$ cat src/hw/rtl/npcl_pkg.sv
// Shared types and constants for the nearest palette color quantizer.
package npcl_pkg;

    // Width of a palette index as seen on the ports and in the register
    localparam int C_IDX_W     = 4;
    localparam int C_NUM_CODES = 1 << C_IDX_W;
    localparam int C_DIST_W    = 10;  // 3 * 255 = 765 fits

    // Any value above the largest distance; entry 0 always beats it
    localparam logic [C_DIST_W-1:0] C_START_BEST = '1;

    // Request function codes
    localparam logic C_FUNC_LOOKUP = 1'b0;
    localparam logic C_FUNC_WRITE  = 1'b1;

    typedef struct packed {
        logic [7:0] red;
        logic [7:0] green;
        logic [7:0] blue;
    } t_rgb;

    // Lookup token that walks down the cell chain
    typedef struct packed {
        logic                valid;
        t_rgb                color;
        logic [C_DIST_W-1:0] best;
    } t_token;

    function automatic logic [7:0] f_abs_diff(input logic [7:0] a, input logic [7:0] b);
        f_abs_diff = (a > b) ? (a - b) : (b - a);
    endfunction

endpackage

$ cat src/hw/rtl/npcl_cell.sv
// One palette cell: holds an entry and updates the passing lookup token.
module npcl_cell
    import npcl_pkg::*;
#(
    parameter int IDX_W    = 4,
    parameter int CELL_IDX = 0
) (
    input  logic               i_clk,
    input  logic               i_rst_n,
    input  logic               i_advance,
    input  logic               i_wr_en,
    input  logic [C_IDX_W-1:0] i_wr_idx,
    input  t_rgb               i_wr_color,
    input  logic [C_IDX_W-1:0] i_highest_color,
    input  t_token             i_tok,
    input  logic [IDX_W-1:0]   i_tok_idx,
    output t_token             o_tok,
    output logic [IDX_W-1:0]   o_tok_idx
);

    // Cells past the last addressable code are never written or searched
    localparam bit IN_CODE = (CELL_IDX < C_NUM_CODES);
    localparam logic [C_IDX_W-1:0] MY_CODE = C_IDX_W'(CELL_IDX);
    localparam logic [IDX_W-1:0]   MY_IDX  = IDX_W'(CELL_IDX);

    t_rgb                r_entry;
    t_token              r_tok;
    t_token              n_tok;
    logic [IDX_W-1:0]    r_tok_idx;
    logic [IDX_W-1:0]    n_tok_idx;
    logic [C_DIST_W-1:0] cur_dist;
    logic                search_en;

    assign search_en = IN_CODE && (MY_CODE <= i_highest_color);

    assign cur_dist = C_DIST_W'(f_abs_diff(i_tok.color.red,   r_entry.red))
                    + C_DIST_W'(f_abs_diff(i_tok.color.green, r_entry.green))
                    + C_DIST_W'(f_abs_diff(i_tok.color.blue,  r_entry.blue));

    always_comb begin
        n_tok     = i_tok;
        n_tok_idx = i_tok_idx;
        // strict less-than keeps the lowest index on a tie
        if (i_tok.valid && search_en && (cur_dist < i_tok.best)) begin
            n_tok.best = cur_dist;
            n_tok_idx  = MY_IDX;
        end
    end

    always_ff @(posedge i_clk) begin
        if (!i_rst_n) begin
            r_entry     <= '0;
            r_tok.valid <= 1'b0;
        end else begin
            if (i_wr_en && IN_CODE && (i_wr_idx == MY_CODE)) begin
                r_entry <= i_wr_color;
            end
            if (i_advance) begin
                r_tok     <= n_tok;
                r_tok_idx <= n_tok_idx;
            end
        end
    end

    assign o_tok     = r_tok;
    assign o_tok_idx = r_tok_idx;

endmodule

$ cat src/hw/rtl/nearest_palette_color_l1.sv
// Top level of the nearest palette color quantizer (taxicab distance).
// Lookup: the token walks the cell chain one cell per cycle while the chain is not frozen,
//   then lands in the result register; only one lookup is out at a time, and a stalled
//   result freezes the chain. Writes are accepted only when no lookup is out.
// Reset (synchronous, active low): palette cleared to zeros, highest_color set to 15,
//   chain and result register emptied.
module nearest_palette_color_l1
    import npcl_pkg::*;
#(
    parameter int PALETTE_ENTRIES = 16
) (
    input  logic               i_clk,
    input  logic               i_rst_n,
    // configuration
    input  logic               i_cfg_we,
    input  logic [C_IDX_W-1:0] i_cfg_wdata,
    // request channel
    input  logic               i_in_valid,
    output logic               o_in_ready,
    input  logic               i_func,
    input  logic [C_IDX_W-1:0] i_entry_index,
    input  logic [7:0]         i_red,
    input  logic [7:0]         i_green,
    input  logic [7:0]         i_blue,
    // result channel
    output logic               o_out_valid,
    input  logic               i_out_ready,
    output logic [C_IDX_W-1:0] o_color_index
);

    localparam int IDX_W = $clog2(PALETTE_ENTRIES);

    // Chain taps: tap 0 is the fresh request, tap k the output of cell k-1.
    t_token           tok     [0:PALETTE_ENTRIES];
    logic [IDX_W-1:0] tok_idx [0:PALETTE_ENTRIES];

    logic [C_IDX_W-1:0] r_highest_color;
    logic               r_busy;
    logic               r_out_valid;
    logic [IDX_W-1:0]   r_out_idx;

    logic   accept;
    logic   accept_lookup;
    logic   accept_write;
    logic   advance;
    logic   last_valid;
    t_rgb   req_color;

    assign req_color     = '{red: i_red, green: i_green, blue: i_blue};

    // One lookup in flight at a time. Writes are held off while a lookup
    // walks the chain so it sees the palette as of its own request.
    assign o_in_ready    = !r_busy;
    assign accept        = i_in_valid && o_in_ready;
    assign accept_lookup = accept && (i_func == C_FUNC_LOOKUP);
    assign accept_write  = accept && (i_func == C_FUNC_WRITE);

    assign last_valid    = tok[PALETTE_ENTRIES].valid;

    // Freeze the chain only when a finished token cannot leave because the
    // result register is still held by the consumer.
    assign advance       = !(last_valid && r_out_valid && !i_out_ready);

    assign tok[0]        = '{valid: accept_lookup, color: req_color, best: C_START_BEST};
    assign tok_idx[0]    = '0;

    for (genvar k = 0; k < PALETTE_ENTRIES; k++) begin : g_cell
        npcl_cell #(
            .IDX_W    (IDX_W),
            .CELL_IDX (k)
        ) u_cell (
            .i_clk           (i_clk),
            .i_rst_n         (i_rst_n),
            .i_advance       (advance),
            .i_wr_en         (accept_write),
            .i_wr_idx        (i_entry_index),
            .i_wr_color      (req_color),
            .i_highest_color (r_highest_color),
            .i_tok           (tok[k]),
            .i_tok_idx       (tok_idx[k]),
            .o_tok           (tok[k+1]),
            .o_tok_idx       (tok_idx[k+1])
        );
    end

    // Configuration register
    always_ff @(posedge i_clk) begin
        if (!i_rst_n) begin
            r_highest_color <= C_IDX_W'(15);
        end else if (i_cfg_we) begin
            r_highest_color <= i_cfg_wdata;
        end
    end

    // Busy from lookup request until its token lands in the result register
    always_ff @(posedge i_clk) begin
        if (!i_rst_n) begin
            r_busy <= 1'b0;
        end else if (accept_lookup) begin
            r_busy <= 1'b1;
        end else if (advance && last_valid) begin
            r_busy <= 1'b0;
        end
    end

    // Result register
    always_ff @(posedge i_clk) begin
        if (!i_rst_n) begin
            r_out_valid <= 1'b0;
        end else if (advance && last_valid) begin
            r_out_valid <= 1'b1;
            r_out_idx   <= tok_idx[PALETTE_ENTRIES];
        end else if (i_out_ready) begin
            r_out_valid <= 1'b0;
        end
    end

    assign o_out_valid   = r_out_valid;
    assign o_color_index = C_IDX_W'(r_out_idx);

endmodule

$ cat config.mk
export PLATFORM = sky130hd
export DESIGN_NAME = nearest_palette_color_l1
export DESIGN_NICKNAME = d
export VERILOG_FILES = /design/src/hw/rtl/npcl_pkg.sv /design/src/hw/rtl/npcl_cell.sv /design/src/hw/rtl/nearest_palette_color_l1.sv
export SDC_FILE = /design/constraint.sdc
export NUM_CORES = 2
export LEC_CHECK = 0
export ABC_AREA = 1
export BUFFER_PORTS_ARGS = -buffer_cell sky130_fd_sc_hd__buf_2
export CAP_MARGIN = 10
export CORE_MARGIN = 2
export CORE_UTILIZATION = 60
export CTS_CLUSTER_DIAMETER = 50
export DETAILED_ROUTE_END_ITERATION = 10
export PLACE_DENSITY_LB_ADDON = 0.05
export SLEW_MARGIN = 20
export SYNTH_ARGS = -nofsm -noshare
export SYNTH_HDL_FRONTEND = slang
export SYNTH_SLANG_ARGS = --single-unit
$ cat constraint.sdc
create_clock -name i_clk -period 56.3 [get_ports i_clk]
set_input_delay 5.63 -clock i_clk [delete_from_list [all_inputs] [get_ports i_clk]]
set_output_delay 5.63 -clock i_clk [all_outputs]
set_load 0.03 [all_outputs]
==> flow_summary.ini <==
[critical_path]
rrSetupSlack_ns = 49.51
startpoint_type = input port
slowest_stage = buf_2
critPathMaxStageDelay_ns = 0.71
cp_top_family = adder cells
end_kind = flip-flop
crit_path_max_fanout = 19
arrival_ns = 10.16
crit_path_frequent_cell = nand2_1
critical_path_class = in2reg
cp.buffers_inverters = 5
worstPathRequired_ns = 56.81

[cells_and_area]
filler_cell_count = 13510
finalNonFillerCells = 15350
final_area_sq_mm = 0.09648
area_growth_pct = 7.436
num-nets-final = 14560
drive_gt1_share_pct = 2.894

[synthesis]
netlist-cell-type-count = 37
netlist_area_sq_mm = 0.08980
synth_top_family_by_area = simple AND/OR/NAND/NOR gates
synth_xor_area_share_pct = 3.784
async_flop_share_pct = 0
avgSynthCellArea_sq_um = 6.735
synth_nets = 14610
synth_compound_area_share_pct = 9.788
synth_mux_area_share_pct = 0
seq_area_frac_synth_pct = 27.88
synth-edff-count = 563
synthCells = 13330
yosys_register_bits = 969
synthAdderAreaFrac_pct = 18.33
ys_warn_count = 0
yosys.area_share.simple_pct = 26.61
synth_ff_type = edfxtp_1

[timing]
period_share_pct = 17.15
finClkSkew_ns = 0.03425
worst_pin_slew_ns = 1.345
fmax_mhz = 103.6
hold_viol = 0
period_needed_ns = 9.653
tns_ns = 0
relSlewSlack_pct = 10.32
slew_violations = 0
layout_setup_ws_ns = 46.65
rsz0062_at_grt = no
setup_viol = 0

[power]
pwr-share-clk_pct = 30.0
vdd_ir_drop_max_v = 0.00003146
p_sw_w = 0.001268
intPower_w = 0.001847
cellPowerDensity_mw_per_mm2 = 32.29
switching_share_pct = 40.69
seqPwrFrac_pct = 26.2
pwr-share-comb_pct = 43.8
p_leak_nw = 53.18

[floorplanning]
io_pins = 44
rows = 141
core_area_sq_mm = 0.1482
die-area_sq_mm = 0.1528
die_h_um = 390.9
die_w_um = 390.9
initial_utilization_pct = 60.60

[clock_tree]
cts_buffers = 146
clkSlewWorstSetupHoldPaths_ns = 0.06
cts_buffer_depth = 3
cts_sinks = 969
post_cts_resized = 0
cts_root_buffer = clkbuf_16
hold_buffers = 0
clock_latency_ns = 0.79
cts_tree = built
cts_setup_buffers = 0
cts_htree_levels = 4

[run]
drv_cap = 0

[drt]
detail-route-antenna-nets = 0
drc = 0
drt_first_pass_iters = 7
vias_per_cell = 5.333
wl_per_cell_um = 16.38
routed_wl_um = 251400
drt_iter0_drc = 6771
vias = 81830

[global_routing]
antenna_found_initial = 14
grt_pass1_vias = 77490
grt_usage_pct = 32.64
grt_max_degree = 176
grt-ovfl-total = 0
grt_pass1_wl_um = 400000

[placed_design]
place_ws_ns = 45.79
port_buffers = 43
hpwl_um = 192600
postPlaceCellArea_sq_mm = 0.09143
dp_cells = 15070
gp_congestion = 0.9484

[status]
status = complete, no violations

[hold_path]
hold_class = reg2reg
[cell type report]
cell class	instances	area (sq um)	area share, %
Inverter	2915	10940	11.34
Timing Repair Buffer	73	475.5	0.4928
Antenna cell	9	22.52	0.02334
Multi-Input combinational cell	9179	52570	54.49
Tap cell	1930	2415	2.503
Clock inverter	101	1125	1.166
Sequential cell	969	25030	25.95
Clock buffer	170	3896	4.038
[flip-flops by register name, summed over array words and instances, names as in the netlist]
register                 cells
g_cell.u_cell.o_tok        526
g_cell.u_cell.r_entry      384
g_cell.u_cell.o_tok_idx     49
o_color_index                4
r_highest_color              4
o_out_valid                  1
r_busy                       1
[power groups by stage]
stage / clock network (W) / registers (W) / logic, W
floorplan: 0 / 0.000829 / 0.00104
global placement: 0 / 0.000829 / 0.00130
detailed placement: 0 / 0.000829 / 0.00134
CTS: 0.000950 / 0.000815 / 0.00135
global route: 0.000979 / 0.000818 / 0.00157
finish: 0.000936 / 0.000815 / 0.00136
[logic make-up (layout without fill, tap and decap cells)]
group | after synthesis | after routing
xor+xnor | 388 | 388
fa+ha+maj | 1239 | 1239
buf+inv | 3186 | 3259
compound gates | 1674 | 1674
simple gates | 5878 | 5878
flops | 969 | 969
other cells | 0 | 9
[per-layer routing]
| layer | global-route usage [%] | wire (um) |
|---|---|---|
| met1 | 41.95 | 109900 |
| met2 | 55.54 | 116500 |
| met3 | 4.230 | 14410 |
| met4 | 12.94 | 10530 |
| met5 | 0 | 23 |
[cell usage in the layout, fill, tap and decap left out, drive strengths merged, types with 2 or more instances in the layout]
| cell type | n |
|---|---|
| a21o | 89 |
| a21oi | 774 |
| a31oi | 21 |
| and2 | 8 |
| buf | 73 |
| bufinv | 12 |
| clkbuf | 170 |
| clkinv | 41 |
| clkinvlp | 10 |
| dfxtp | 406 |
| diode | 9 |
| edfxtp | 563 |
| fa | 128 |
| ha | 1111 |
| inv | 2953 |
| nand2 | 4163 |
| nand3 | 575 |
| nand3b | 25 |
| nand4 | 322 |
| nor2 | 734 |
| nor3 | 22 |
| o211ai | 2 |
| o21ai | 725 |
| o21bai | 61 |
| or2 | 29 |
| xnor2 | 167 |
| xor2 | 221 |
[metrics by stage]
step	utilization [%]	power (W)	hold WS [ns]
2_1_floorplan	-	0.001869	0.4003
3_3_place_gp	61.70	0.002130	0.4080
3_5_place_dp	61.70	0.002170	0.4061
4_1_cts	65.09	0.003116	0.4192
5_1_grt	65.09	0.003366	0.4352
6_report	65.10	0.003115	0.4214
[synthesized netlist by cell type (167+ instances only)]
cell      number  share of area (%)
inv_1       2912                 12
edfxtp_1     563                 19
xnor2_1      167                1.6
a21oi_1      774                4.3
nand2_1     4136                 17
ha_1        1111                 15
nand3_1      574                3.2
o21ai_0      725                4.0
dfxtp_1      406                9.1
nor2_1       732                3.1
nand4_1      322                2.2
xor2_1       221                2.2
[path summary, 6_finish.rpt]
kind	start	endpoint	cells past startpoint
max	i_red[3]	g_cell[0].u_cell.o_tok[7]$_SDFFCE_PN1P_	25
min	g_cell[15].u_cell.o_tok_idx[2]$_SDFFCE_PP1P_	o_color_index[2]$_DFFE_PP_	0
max reg2reg	g_cell[3].u_cell.o_tok[18]$_DFFE_PP_	g_cell[4].u_cell.o_tok[3]$_DFFE_PP_	31
min reg2reg	g_cell[15].u_cell.o_tok_idx[2]$_SDFFCE_PP1P_	o_color_index[2]$_DFFE_PP_	0
Note: power is estimated with default switching activity, not from simulation.
